--- src/rtl/core/gtg_pkg.sv ---
// ----------------------------------------------------------------------------
// gtg_pkg: shared types and constants of the go-to-goal controller
// Fixed-point widths, op and register codes, the CORDIC angle table and the
// sequencer state type.
// ----------------------------------------------------------------------------
package gtg_pkg;

   // Request op codes.
   localparam logic [1:0] OP_POSE   = 2'd0;
   localparam logic [1:0] OP_TARGET = 2'd1;
   localparam logic [1:0] OP_TICK   = 2'd2;

   // Configuration register indexes.
   localparam logic [1:0] CSR_CATCH_RADIUS = 2'd0;
   localparam logic [1:0] CSR_LINEAR_GAIN  = 2'd1;
   localparam logic [1:0] CSR_ANGULAR_GAIN = 2'd2;

   // Datapath widths: CORDIC x and y carry Q.8 offsets with gain growth,
   // z carries angles in Q.16 radians.
   localparam int XY_W  = 28;
   localparam int Z_W   = 20;
   localparam int DST_W = 18;
   localparam int ERR_W = 18;

   localparam logic signed [Z_W-1:0]   HALF_PI_Q16  = 20'sd102944;
   localparam logic signed [ERR_W-1:0] PI_Q13       = 18'sd25736;
   localparam logic signed [ERR_W-1:0] TWO_PI_Q13   = 18'sd51472;
   localparam logic signed [17:0]      INV_GAIN_Q16 = 18'sd39797;

   typedef enum logic [3:0] {
      ST_IDLE   = 4'b0001,
      ST_CORDIC = 4'b0010,
      ST_SCALE  = 4'b0100,
      ST_CMD    = 4'b1000
   } state_type;

   // round(atan(2^-i) * 2^16)
   function automatic logic signed [Z_W-1:0] atan_q16(input logic [4:0] idx);
      logic signed [Z_W-1:0] val;
      case (idx)
         5'd0:    val = 20'sd51472;
         5'd1:    val = 20'sd30386;
         5'd2:    val = 20'sd16055;
         5'd3:    val = 20'sd8150;
         5'd4:    val = 20'sd4091;
         5'd5:    val = 20'sd2047;
         5'd6:    val = 20'sd1024;
         5'd7:    val = 20'sd512;
         5'd8:    val = 20'sd256;
         5'd9:    val = 20'sd128;
         5'd10:   val = 20'sd64;
         5'd11:   val = 20'sd32;
         5'd12:   val = 20'sd16;
         5'd13:   val = 20'sd8;
         5'd14:   val = 20'sd4;
         5'd15:   val = 20'sd2;
         5'd16:   val = 20'sd1;
         default: val = '0;
      endcase
      return val;
   endfunction

endpackage

--- src/rtl/core/gtg_cordic.sv ---
// ----------------------------------------------------------------------------
// gtg_cordic: iterative CORDIC vectoring unit
// Takes the offset to the target, pre-rotates it into the right half plane
// and runs one shift-add micro-rotation per cycle. x ends as K times the
// distance and z as the bearing in Q.16 radians.
// ----------------------------------------------------------------------------
module gtg_cordic #(
   parameter int CORDIC_STEPS = 16
) (
   input  logic                            clock,
   input  logic                            reset,
   input  logic                            start,
   input  logic signed [16:0]              dx,
   input  logic signed [16:0]              dy,
   output logic                            done,
   output logic signed [gtg_pkg::XY_W-1:0] x_out,
   output logic signed [gtg_pkg::Z_W-1:0]  z_out
);

   localparam int ITER_W = $clog2(CORDIC_STEPS);

   logic                            busy_ff, busy_in;
   logic                            done_ff, done_in;
   logic [ITER_W-1:0]               iter_ff, iter_in;
   logic signed [gtg_pkg::XY_W-1:0] x_ff, x_in, y_ff, y_in;
   logic signed [gtg_pkg::Z_W-1:0]  z_ff, z_in;
   logic signed [gtg_pkg::XY_W-1:0] x0, y0, xs, ys;
   logic signed [gtg_pkg::Z_W-1:0]  step_ang;
   logic                            last_iter;

   assign x0 = {{3{dx[16]}}, dx, 8'd0};
   assign y0 = {{3{dy[16]}}, dy, 8'd0};
   assign xs = x_ff >>> iter_ff;
   assign ys = y_ff >>> iter_ff;
   assign step_ang  = gtg_pkg::atan_q16(5'(iter_ff));
   assign last_iter = (iter_ff == ITER_W'(CORDIC_STEPS - 1));

   always_comb begin
      busy_in = busy_ff;
      done_in = 1'b0;
      iter_in = iter_ff;
      x_in    = x_ff;
      y_in    = y_ff;
      z_in    = z_ff;
      if (start) begin
         busy_in = 1'b1;
         iter_in = '0;
         if (x0 < 0) begin
            if (!y0[gtg_pkg::XY_W-1]) begin
               x_in = y0;
               y_in = -x0;
               z_in = gtg_pkg::HALF_PI_Q16;
            end else begin
               x_in = -y0;
               y_in = x0;
               z_in = -gtg_pkg::HALF_PI_Q16;
            end
         end else begin
            x_in = x0;
            y_in = y0;
            z_in = '0;
         end
      end else if (busy_ff) begin
         if (y_ff > 0) begin
            x_in = x_ff + ys;
            y_in = y_ff - xs;
            z_in = z_ff + step_ang;
         end else begin
            x_in = x_ff - ys;
            y_in = y_ff + xs;
            z_in = z_ff - step_ang;
         end
         iter_in = iter_ff + 1'b1;
         if (last_iter) begin
            busy_in = 1'b0;
            done_in = 1'b1;
         end
      end
   end

   always_ff @(posedge clock) begin
      if (reset) begin
         busy_ff <= 1'b0;
         done_ff <= 1'b0;
         iter_ff <= '0;
      end else begin
         busy_ff <= busy_in;
         done_ff <= done_in;
         iter_ff <= iter_in;
      end
   end

   always_ff @(posedge clock) begin
      x_ff <= x_in;
      y_ff <= y_in;
      z_ff <= z_in;
   end

   assign done  = done_ff;
   assign x_out = x_ff;
   assign z_out = z_ff;

endmodule

--- src/rtl/core/go_to_goal_p_controller_unit.sv ---
// ----------------------------------------------------------------------------
// go_to_goal_p_controller_unit: go-to-goal proportional steering controller
// Keeps the latest pose and target and turns each control tick into speed and
// turn rate commands, or a catch report once the target is within the radius.
// ----------------------------------------------------------------------------
// A control tick with a pose and an active target is accepted and loads the
// CORDIC unit; that single shift-add unit runs the micro-rotations and reports
// done to the sequencer, then the distance is scaled and the heading error
// formed, and last the gains are applied and the result register filled.
// The request side stalls while a tick is in work. A finished result sits in
// its own register, so the next request is taken while it waits for transfer.
// Ticks without a pose or an active target give no result.
module go_to_goal_p_controller_unit #(
   parameter int CORDIC_STEPS = 16
) (
   input  logic               clock,
   input  logic               reset,
   input  logic               req_valid,
   output logic               req_stall,
   input  logic [1:0]         req_op,
   input  logic [15:0]        req_pos_x,
   input  logic [15:0]        req_pos_y,
   input  logic signed [15:0] req_heading,
   input  logic [15:0]        req_goal_x_in,
   input  logic [15:0]        req_goal_y_in,
   input  logic [7:0]         req_goal_id_in,
   input  logic               req_list_nonempty,
   output logic               rsp_valid,
   input  logic               rsp_stall,
   output logic [19:0]        rsp_linear_speed,
   output logic signed [20:0] rsp_angular_rate,
   output logic               rsp_caught,
   output logic [7:0]         rsp_caught_id,
   input  logic               csr_valid,
   output logic               csr_ready,
   input  logic [1:0]         csr_index,
   input  logic [15:0]        csr_data
);

   localparam int DW = gtg_pkg::DST_W;
   localparam int EW = gtg_pkg::ERR_W;

   gtg_pkg::state_type state_ff, state_in;

   logic [15:0]        catch_radius_ff;
   logic [3:0]         linear_gain_ff, angular_gain_ff;
   logic [15:0]        own_x_ff, own_y_ff, goal_x_ff, goal_y_ff;
   logic signed [15:0] own_heading_ff;
   logic [7:0]         goal_id_ff;
   logic               pose_seen_ff, goal_active_ff, goal_active_in;

   logic [DW-1:0]        dist_ff;
   logic signed [EW-1:0] err_ff;
   logic                 rsp_valid_ff, rsp_valid_in;
   logic [19:0]          lin_ff;
   logic signed [20:0]   ang_ff;
   logic                 caught_ff;
   logic [7:0]           caught_id_ff;

   logic req_take, rsp_take, tick_go, out_load, far;
   logic signed [16:0] dx, dy;
   logic cordic_done;
   logic signed [gtg_pkg::XY_W-1:0] cordic_x;
   logic signed [gtg_pkg::Z_W-1:0]  cordic_z;

   logic signed [44:0]   prod, prod_rnd;
   logic signed [gtg_pkg::Z_W-1:0] z_rnd;
   logic signed [EW-1:0] err_raw, err_wrap;
   logic [21:0]          lin_full;
   logic signed [22:0]   ang_full;
   logic [19:0]          lin_sat;
   logic signed [20:0]   ang_sat;

   assign req_stall = (state_ff != gtg_pkg::ST_IDLE);
   assign req_take  = req_valid && !req_stall;
   assign rsp_take  = rsp_valid_ff && !rsp_stall;
   assign tick_go   = req_take && (req_op == gtg_pkg::OP_TICK)
                      && pose_seen_ff && goal_active_ff;
   assign out_load  = (state_ff == gtg_pkg::ST_CMD) && (!rsp_valid_ff || !rsp_stall);
   assign csr_ready = 1'b1;

   assign dx = signed'({1'b0, goal_x_ff}) - signed'({1'b0, own_x_ff});
   assign dy = signed'({1'b0, goal_y_ff}) - signed'({1'b0, own_y_ff});

   gtg_cordic #(
      .CORDIC_STEPS(CORDIC_STEPS)
   ) u_cordic (
      .clock (clock),
      .reset (reset),
      .start (tick_go),
      .dx    (dx),
      .dy    (dy),
      .done  (cordic_done),
      .x_out (cordic_x),
      .z_out (cordic_z)
   );

   // Distance is x / K with rounding; bearing goes from Q.16 to Q3.13.
   assign prod     = 45'(cordic_x) * 45'(gtg_pkg::INV_GAIN_Q16);
   assign prod_rnd = prod + 45'sd8388608;
   assign z_rnd    = cordic_z + 20'sd4;
   assign err_raw  = EW'(signed'(z_rnd[gtg_pkg::Z_W-1:3])) - EW'(own_heading_ff);

   always_comb begin
      err_wrap = err_raw;
      if (err_raw > gtg_pkg::PI_Q13) begin
         err_wrap = err_raw - gtg_pkg::TWO_PI_Q13;
      end else if (err_raw < -gtg_pkg::PI_Q13) begin
         err_wrap = err_raw + gtg_pkg::TWO_PI_Q13;
      end
   end

   assign far      = dist_ff > DW'(catch_radius_ff);
   assign lin_full = 22'(linear_gain_ff) * 22'(dist_ff);
   assign ang_full = 23'(signed'({1'b0, angular_gain_ff})) * 23'(err_ff);
   assign lin_sat  = (|lin_full[21:20]) ? 20'hFFFFF : lin_full[19:0];

   always_comb begin
      if (ang_full > 23'sd1048575) begin
         ang_sat = 21'sh0FFFFF;
      end else if (ang_full < -23'sd1048576) begin
         ang_sat = 21'sh100000;
      end else begin
         ang_sat = ang_full[20:0];
      end
   end

   always_comb begin
      state_in       = state_ff;
      goal_active_in = goal_active_ff;
      rsp_valid_in   = rsp_valid_ff && !rsp_take;
      case (state_ff)
         gtg_pkg::ST_IDLE: begin
            if (tick_go) begin
               state_in = gtg_pkg::ST_CORDIC;
            end
            if (req_take && (req_op == gtg_pkg::OP_TARGET) && req_list_nonempty) begin
               goal_active_in = 1'b1;
            end
         end
         gtg_pkg::ST_CORDIC: begin
            if (cordic_done) begin
               state_in = gtg_pkg::ST_SCALE;
            end
         end
         gtg_pkg::ST_SCALE: begin
            state_in = gtg_pkg::ST_CMD;
         end
         gtg_pkg::ST_CMD: begin
            if (out_load) begin
               state_in     = gtg_pkg::ST_IDLE;
               rsp_valid_in = 1'b1;
               if (!far) begin
                  goal_active_in = 1'b0;
               end
            end
         end
         default: begin
            state_in = gtg_pkg::ST_IDLE;
         end
      endcase
   end

   always_ff @(posedge clock) begin
      if (reset) begin
         state_ff        <= gtg_pkg::ST_IDLE;
         rsp_valid_ff    <= 1'b0;
         pose_seen_ff    <= 1'b0;
         goal_active_ff  <= 1'b0;
         own_x_ff        <= '0;
         own_y_ff        <= '0;
         own_heading_ff  <= '0;
         goal_x_ff       <= '0;
         goal_y_ff       <= '0;
         goal_id_ff      <= '0;
         catch_radius_ff <= 16'd2048;
         linear_gain_ff  <= 4'd2;
         angular_gain_ff <= 4'd6;
      end else begin
         state_ff       <= state_in;
         rsp_valid_ff   <= rsp_valid_in;
         goal_active_ff <= goal_active_in;
         if (req_take && (req_op == gtg_pkg::OP_POSE)) begin
            own_x_ff       <= req_pos_x;
            own_y_ff       <= req_pos_y;
            own_heading_ff <= req_heading;
            pose_seen_ff   <= 1'b1;
         end
         if (req_take && (req_op == gtg_pkg::OP_TARGET) && req_list_nonempty) begin
            goal_x_ff  <= req_goal_x_in;
            goal_y_ff  <= req_goal_y_in;
            goal_id_ff <= req_goal_id_in;
         end
         if (csr_valid && csr_ready) begin
            case (csr_index)
               gtg_pkg::CSR_CATCH_RADIUS: catch_radius_ff <= csr_data;
               gtg_pkg::CSR_LINEAR_GAIN:  linear_gain_ff  <= csr_data[3:0];
               gtg_pkg::CSR_ANGULAR_GAIN: angular_gain_ff <= csr_data[3:0];
               default: ;
            endcase
         end
      end
   end

   always_ff @(posedge clock) begin
      if (state_ff == gtg_pkg::ST_SCALE) begin
         dist_ff <= prod_rnd[24+DW-1:24];
         err_ff  <= err_wrap;
      end
      if (out_load) begin
         lin_ff       <= far ? lin_sat : '0;
         ang_ff       <= far ? ang_sat : '0;
         caught_ff    <= !far;
         caught_id_ff <= far ? 8'd0 : goal_id_ff;
      end
   end

   assign rsp_valid        = rsp_valid_ff;
   assign rsp_linear_speed = lin_ff;
   assign rsp_angular_rate = ang_ff;
   assign rsp_caught       = caught_ff;
   assign rsp_caught_id    = caught_id_ff;

   // The CORDIC unit only finishes while the sequencer waits for it.
   a_done_in_cordic: assert property (@(posedge clock) disable iff (reset)
      cordic_done |-> (state_ff == gtg_pkg::ST_CORDIC))
      else $error("CORDIC finished outside its sequencer state");

   // A catch report carries zero speed commands.
   a_catch_zero: assert property (@(posedge clock) disable iff (reset)
      (rsp_valid_ff && caught_ff) |-> (lin_ff == '0 && ang_ff == '0))
      else $error("catch result with nonzero command");

   // A result without a catch reports id zero.
   a_id_zero: assert property (@(posedge clock) disable iff (reset)
      (rsp_valid_ff && !caught_ff) |-> (caught_id_ff == '0))
      else $error("caught id set without a catch");

   // Catching the target drops it.
   a_catch_drops: assert property (@(posedge clock) disable iff (reset)
      (out_load && !far) |=> !goal_active_ff)
      else $error("target still active after a catch");

endmodule

--- config.mk ---
export PLATFORM = sky130hd
export DESIGN_NAME = go_to_goal_p_controller_unit
export DESIGN_NICKNAME = d
export VERILOG_FILES = /design/src/rtl/core/gtg_pkg.sv /design/src/rtl/core/gtg_cordic.sv /design/src/rtl/core/go_to_goal_p_controller_unit.sv
export SDC_FILE = /design/constraint.sdc
export NUM_CORES = 2
export LEC_CHECK = 0
export CAP_MARGIN = 10
export CORE_MARGIN = 8
export CORE_UTILIZATION = 30
export DETAILED_ROUTE_END_ITERATION = 8
export DONT_BUFFER_PORTS = 1
export GPL_TIMING_DRIVEN = 0
export PLACE_DENSITY_LB_ADDON = 0.08
export SYNTH_ARGS = -nofsm -noshare
export SYNTH_HDL_FRONTEND = slang
export SYNTH_SLANG_ARGS = --single-unit
--- constraint.sdc ---
create_clock -name clock -period 7.21 [get_ports clock]
set_input_delay 0.3605 -clock clock [delete_from_list [all_inputs] [get_ports clock]]
set_output_delay 0.3605 -clock clock [all_outputs]
set_load 0.05 [all_outputs]
# Yosys cells after proc, flatten, opt, wreduce, memory -nomap -nowiden
# Memory sizes are Yosys's and may differ from the RTL's. A register that Yosys moved wholly into a read port is not among the register bits.
# Cells that the tools add are included.
# totals
input_bits	114
word_cells	137
memories	1
ff_bits	287
ramBits	0
latch_bits	0
out_inout_bits	53
romBits	256
# classes
n_mul	3
order_cmp	7
bitwise_logic	2
eq_ne	15
div_mod_pow	0
reduce_logical	29
n_addsub	16
mux	36
n_shift	2
# memory_table
name	depth	width	rd	rd_ports_with_merged_regs	write_ports	line_no	text
(name not given)	16	16	1	1	0	gtg_pkg.sv:40	case (idx)
# op_table
operator	n
$mux W28	10
$mux W20	7
$add A28 B28 Y28	2
$neg A25 Y28	2
$sshr A28 B4 Y28	2
$sub A28 B28 Y28	2
$add A42 B25 Y42 const B	1
$mul A28 B17 Y42 const B	1
$mux W18	2
$sub A16 B16 Y17	2
$gt A28 B1 Y1 const B	1
$lt A25 B1 Y1 const B	1
$gt A23 B21 Y1 const B	1
$lt A23 B21 Y1 const B	1
$mul A5 B18 Y23	1
$mul A4 B18 Y22	1
$mux W21	1
$add A20 B20 Y20	1
$add A20 B4 Y20 const B	1
$mux W4	5
$sub A20 B20 Y20	1
$add A18 B17 Y18 const B	1
$gt A18 B16 Y1	1
$gt A18 B16 Y1 const B	1
other kinds (27)	61

# Logic depth before layout (Yosys ltp)
# logic_depth
ltp_word	8
depth_mapped	27
depth_no_buf	23

# Cells and area by module
# A second synthesis with hierarchy kept.
# hier_totals
hier_cells	4163
area_unflattened_um2	36968.0
# by_module_without_submodules
module	cells_per_inst	seq_area_each_um2	instances	area_per_inst_um2
go_to_goal_p_controller_unit	2646	4964.8	1	23966.7
gtg_cordic	1517	2722.6	1	13001.2

# Least setup slack after synthesis
# OpenSTA, ideal clock, no wires.
# synth_path
path_type	reg2reg
startpoint	register u_cordic.x_ff, in the netlist u_cordic.x_out[12]
endpoint	register dist_ff[15] (data pin)
setup_time_ns	0.158
t_arrival_ns	5.837
synth_period_minus_slack_ns	5.994
n_path_buf	0
slack_ns	1.216
path_stages_with_launch	22
t_required_ns	7.052
path_cell_list	edfxtp_1 -> ha_1 -> inv_1 -> fa_1 -> fa_1 -> inv_1 -> fa_1 -> fa_1 -> inv_1 -> fa_1 -> inv_1 -> ha_1 -> a21oi_1 -> nor2_1 -> a211oi_1 -> nand4_1 -> a31oi_1 -> a21oi_1 -> o21ai_0 -> o21ai_0 -> or3_1 -> o211ai_1
# synth_via
elab_chain_cells	2
# synth_rtl
item	line_no	text
from (decl)	gtg_cordic.sv:25	logic signed [gtg_pkg::XY_W-1:0] x_ff, x_in, y_ff, y_in;
from (signal assigned)	gtg_cordic.sv:94	x_ff <= x_in;
$mul A28 B17 Y42	go_to_goal_p_controller_unit.sv:99	assign prod = 45'(cordic_x) * 45'(gtg_pkg::INV_GAIN_Q16);
$add A42 B25 Y42	go_to_goal_p_controller_unit.sv:100	assign prod_rnd = prod + 45'sd8388608;
named net prod_rnd[39]	go_to_goal_p_controller_unit.sv:66	logic signed [44:0] prod, prod_rnd;
to (signal assigned)	go_to_goal_p_controller_unit.sv:207	dist_ff <= prod_rnd[24+DW-1:24];
to (decl)	go_to_goal_p_controller_unit.sv:52	logic [DW-1:0] dist_ff;
# The timed path passes the listed nets, and every way through them passes these cells.
# A chain may end at the register's enable or synchronous reset.

# Worst setup path after layout
# layout_path
startpoint	register u_cordic.iter_ff[1]
endpoint	register u_cordic.x_ff, in the netlist u_cordic.x_out[22] (data pin)
# layout_via
elab_chain_cells	5
elab_cells_between_ends	6
classes_between	add/sub (2); shift (1); mux (3)
# layout_rtl
item	line_no	text
from (decl)	gtg_cordic.sv:24	logic [ITER_W-1:0] iter_ff, iter_in;
from (signal assigned)	gtg_cordic.sv:89	iter_ff <= iter_in;
$sshr A28 B4 Y28 *	gtg_cordic.sv:34	assign ys = y_ff >>> iter_ff;
$sub A28 B28 Y28 or $add A28 B28 Y28 (tied branches)	gtg_cordic.sv:69, gtg_cordic.sv:65	
$mux W28 *	gtg_cordic.sv:64	if (y_ff > 0) begin
$mux W28 *	gtg_cordic.sv:63	end else if (busy_ff) begin
$mux W28 *	gtg_cordic.sv:45	if (start) begin
named net u_cordic.x_in, one bit	gtg_cordic.sv:25	
# Mark *: on every way through the listed nets, which the timed path passes. The rest lies on a longest branch. The select of a mux whose other input is x is not followed.

==> reports/metrics.cfg <==
[final_layout]
utilization_pct = 34.4
drive_above_1_share_pct = 6.68
final_cells = 5965
fin_nets = 5119
area_growth_pct = 14.0
n_antenna_cell = 0

[hold_path]
hp-class = in2reg
hold_end = catch_radius_ff[11]
min_delay_path_depth = 3
holdCritStartpoint = csr_index[1]

[clock_tree]
cts_buffers = 42
max-clock-path-buffers = 3
clkLatencyLatePin_ps = 610
cts_root_buf = clkbuf_16
cts_tree = yes
cts_htree_levels = 2
clkTransAtPathRegs_ps = 60
clock_sinks = 303

[setup_path]
reg2reg_to = u_cordic.x_out[22]
r2r_start = u_cordic.iter_ff[1]
r2r_cells = 21
end_kind = flop
cp-start-kind = flop
timing.critical_path.arrival_ps = 7220
reg2reg_slack_ps = 310
cp.required_ps = 7530
worst-path-max-fanout = 10
crit_type = reg2reg

[floorplan]
start_util_pct = 30.1
die_h_um = 366
design.core.area_um2 = 122000
row_count = 128
fp.dieW_um = 366
fp.dieArea_um2 = 134000
ios = 167

[timing]
rsz0062_at_grt = no
setup_viol = 0
fin_tns_setup_ps = 0
relSlewSlack_pct = 19.1
period_minus_slack_ps = 6900
skew_ps = 28.7
worstMarginPinSlew_ps = 1210
max_freq_ghz = 0.145
hold_violations = 0
final_max_slew_viol_count = 0
fin_crit_sh_pct = 95.7

[logic_synthesis]
synthTopCellsByCount = 593 x inv_1, 475 x nand2_1, 409 x ha_1, 314 x a21oi_1, 290 x fa_1
mappedNetlistNets = 4920
netlist_area_um2 = 36600
ys_seq_area_share_pct = 21.0
async_flop_share_pct = 0
synth_cells = 4107
yosysMostFrequentCell = inv_1
synth.avg_cell_area_um2 = 8.92
yosysTopAreaCellShare_pct = 15.8
yosys.area.top_type = fa_1
synth_seq_cells = 303
synth-edff-count = 162
ys_warn_count = 0
synth_area_leaders = fa_1 16%, ha_1 14%, edfxtp_1 13%
synth.distinct_cells = 112
synth_flop_cell = edfxtp_1

[route]
drt_iter0_drc = 1600
drtPass1Iterations = 5
viasPerCell = 4.92
ant_nets = 0
drc = 0
vias = 29300
routed_wl_mm = 121
wl_per_cell_um = 20.3

[outcome]
outcome = complete, no violations

[global_routing]
grt_pass1_vias = 30300
overflow = 0
grt_pass1_wl_mm = 185
antenna_found_initial = 2
grtUsageTotal_pct = 17.8
grt_start_max_net_pins = 55

[place]
placed_cells = 5740
gp_congestion = 0.899
dpl.hpwl_mm = 98.2
io_buffers = 0

[run]
drv_cap = 0

[power]
power_uw = 5330
p_leak_uw = 0.0178
p_per_area_nw_per_um2 = 128
peakVddDrop_uv = 148

cells in the final DEF (no fill, tap or decap), drive strengths merged, types with 10 or more instances in the layout:
master | netlist | layout
dlygate4sd3 | 0 | 107
clkbuf | 99 | 165
buf | 35 | 82
o21a | 37 | 37
nor4 | 18 | 18
nand3 | 53 | 53
o21ai | 162 | 162
nand2b | 27 | 27
a21boi | 10 | 10
a211oi | 33 | 33
fa | 290 | 290
nand4 | 21 | 21
and4 | 10 | 10
o21bai | 21 | 21
or2 | 17 | 17
nor2b | 26 | 26
edfxtp | 162 | 162
and2 | 112 | 112
and3 | 28 | 28
o211ai | 32 | 32
mux2i | 58 | 58
xnor2 | 185 | 185
a21o | 68 | 68
or3 | 23 | 23
a31oi | 44 | 44
nand3b | 11 | 11
ha | 409 | 409
nor2 | 192 | 192
dfxtp | 141 | 141
o31ai | 29 | 29
mux4 | 46 | 46
a21oi | 316 | 316
nand2 | 476 | 476
xor2 | 93 | 93
inv | 594 | 599
nor3 | 52 | 52
mux2 | 28 | 28
per-layer routing:
layer,global-route usage (%),part of all wire [%]
met1,23.7,46
met2,30.7,48
met3,2.18,3.4
met4,4.46,2.5
met5,0,0.012
report_power, final:
group          total [uW]  leakage [uW]  switching (uW)  internal (uW)
Sequential           1880       0.00262            23.5           1860
Combinational        1280        0.0145             797            486
Clock                2170      0.000715             876           1290
worst max path at each step:
| stage | startpoint | endpoint | slack [ps] | cells past startpoint |
|---|---|---|---|---|
| finish | u_cordic.iter_ff[1] | u_cordic.x_out[22] | 310 | 21 |
| floorplan | u_cordic.x_out[12] | dist_ff[15] | 1220 | 21 |
| global placement | u_cordic.iter_ff[3] | u_cordic.y_ff[27] | -930 | 22 |
| CTS | u_cordic.iter_ff[3] | u_cordic.y_ff[27] | 7 | 22 |
| global route | u_cordic.x_out[5] | dist_ff[17] | 100 | 20 |
| detailed placement | u_cordic.iter_ff[3] | u_cordic.y_ff[27] | -850 | 22 |
layout make-up:
| type | instances | area [um2] |
|---|---|---|
| inverter | 595 | 2230 |
| clock inverter | 13 | 139 |
| sequential | 303 | 7690 |
| timing repair buffer | 156 | 1590 |
| clock buffer | 65 | 1300 |
| tap | 1625 | 2030 |
| multi-input combinational | 3075 | 26200 |
| buffer | 133 | 619 |
| fill | 12800 | 79800 |
cell families (layout without fill, tap and decap cells):
family / count (synthesis) / count (layout) / synth area share (%)
buffers and inverters: 729 / 962 / 7.77
flip-flops: 303 / 303 / 21.0
multiplexers: 132 / 132 / 5.29
adder cells (fa/ha/maj): 699 / 699 / 29.8
XOR/XNOR: 278 / 278 / 6.69
AND/OR/NAND/NOR: 1093 / 1093 / 14.2
AO/OA/AOI/OAI: 872 / 872 / 15.2
other: 1 / 1 / 0.0102
critical path, cell delays in order (launching register included):
cell and delay (ps):
dfxtp_1 350, buf_6 180, buf_6 220, buf_2 360, mux4_2 360, mux2_2 280
mux2i_1 270, and2_0 380, and3_1 260, and2_1 250, nor2b_1 150, nor2_1 60
xnor2_1 160, ha_1 480, nand3_1 100, o21ai_0 740, o211ai_1 270, a41oi_1 470
a21boi_0 190, xnor2_1 320, nor2_1 130, nor3_1 600
repair_timing:
item	in CTS	in global routing
hold endpoints to repair	114	1
endpoints found under the setup margin	18	11
hold buffers	105	2
buffers inserted	36	4
gates resized for setup	3	8
registers in the layout (all words and copies together) (netlist names), 4 cells and up:
signal,cells
u_cordic.z_out,20
rsp_linear_speed,20
own_heading_ff,16
err_ff,18
own_x_ff,16
dist_ff,18
state_ff,4
goal_x_ff,16
goal_id_ff,8
own_y_ff,16
linear_gain_ff,4
u_cordic.step_ang,16
rsp_angular_rate,21
u_cordic.x_out,28
rsp_caught_id,8
goal_y_ff,16
angular_gain_ff,4
u_cordic.iter_ff,4
u_cordic.y_ff,28
catch_radius_ff,16
stage by stage:
step           cell area, um2  hold WS, ps  setup slack [ps]
6_report                41800         59.2               312
5_1_grt                 41800         24.3              96.3
4_1_cts                 41700         31.1              7.26
3_5_place_dp            38800          445              -854
3_3_place_gp            38700          438              -927
2_1_floorplan           36600          432              1220
(Power assumes the default switching activity.)
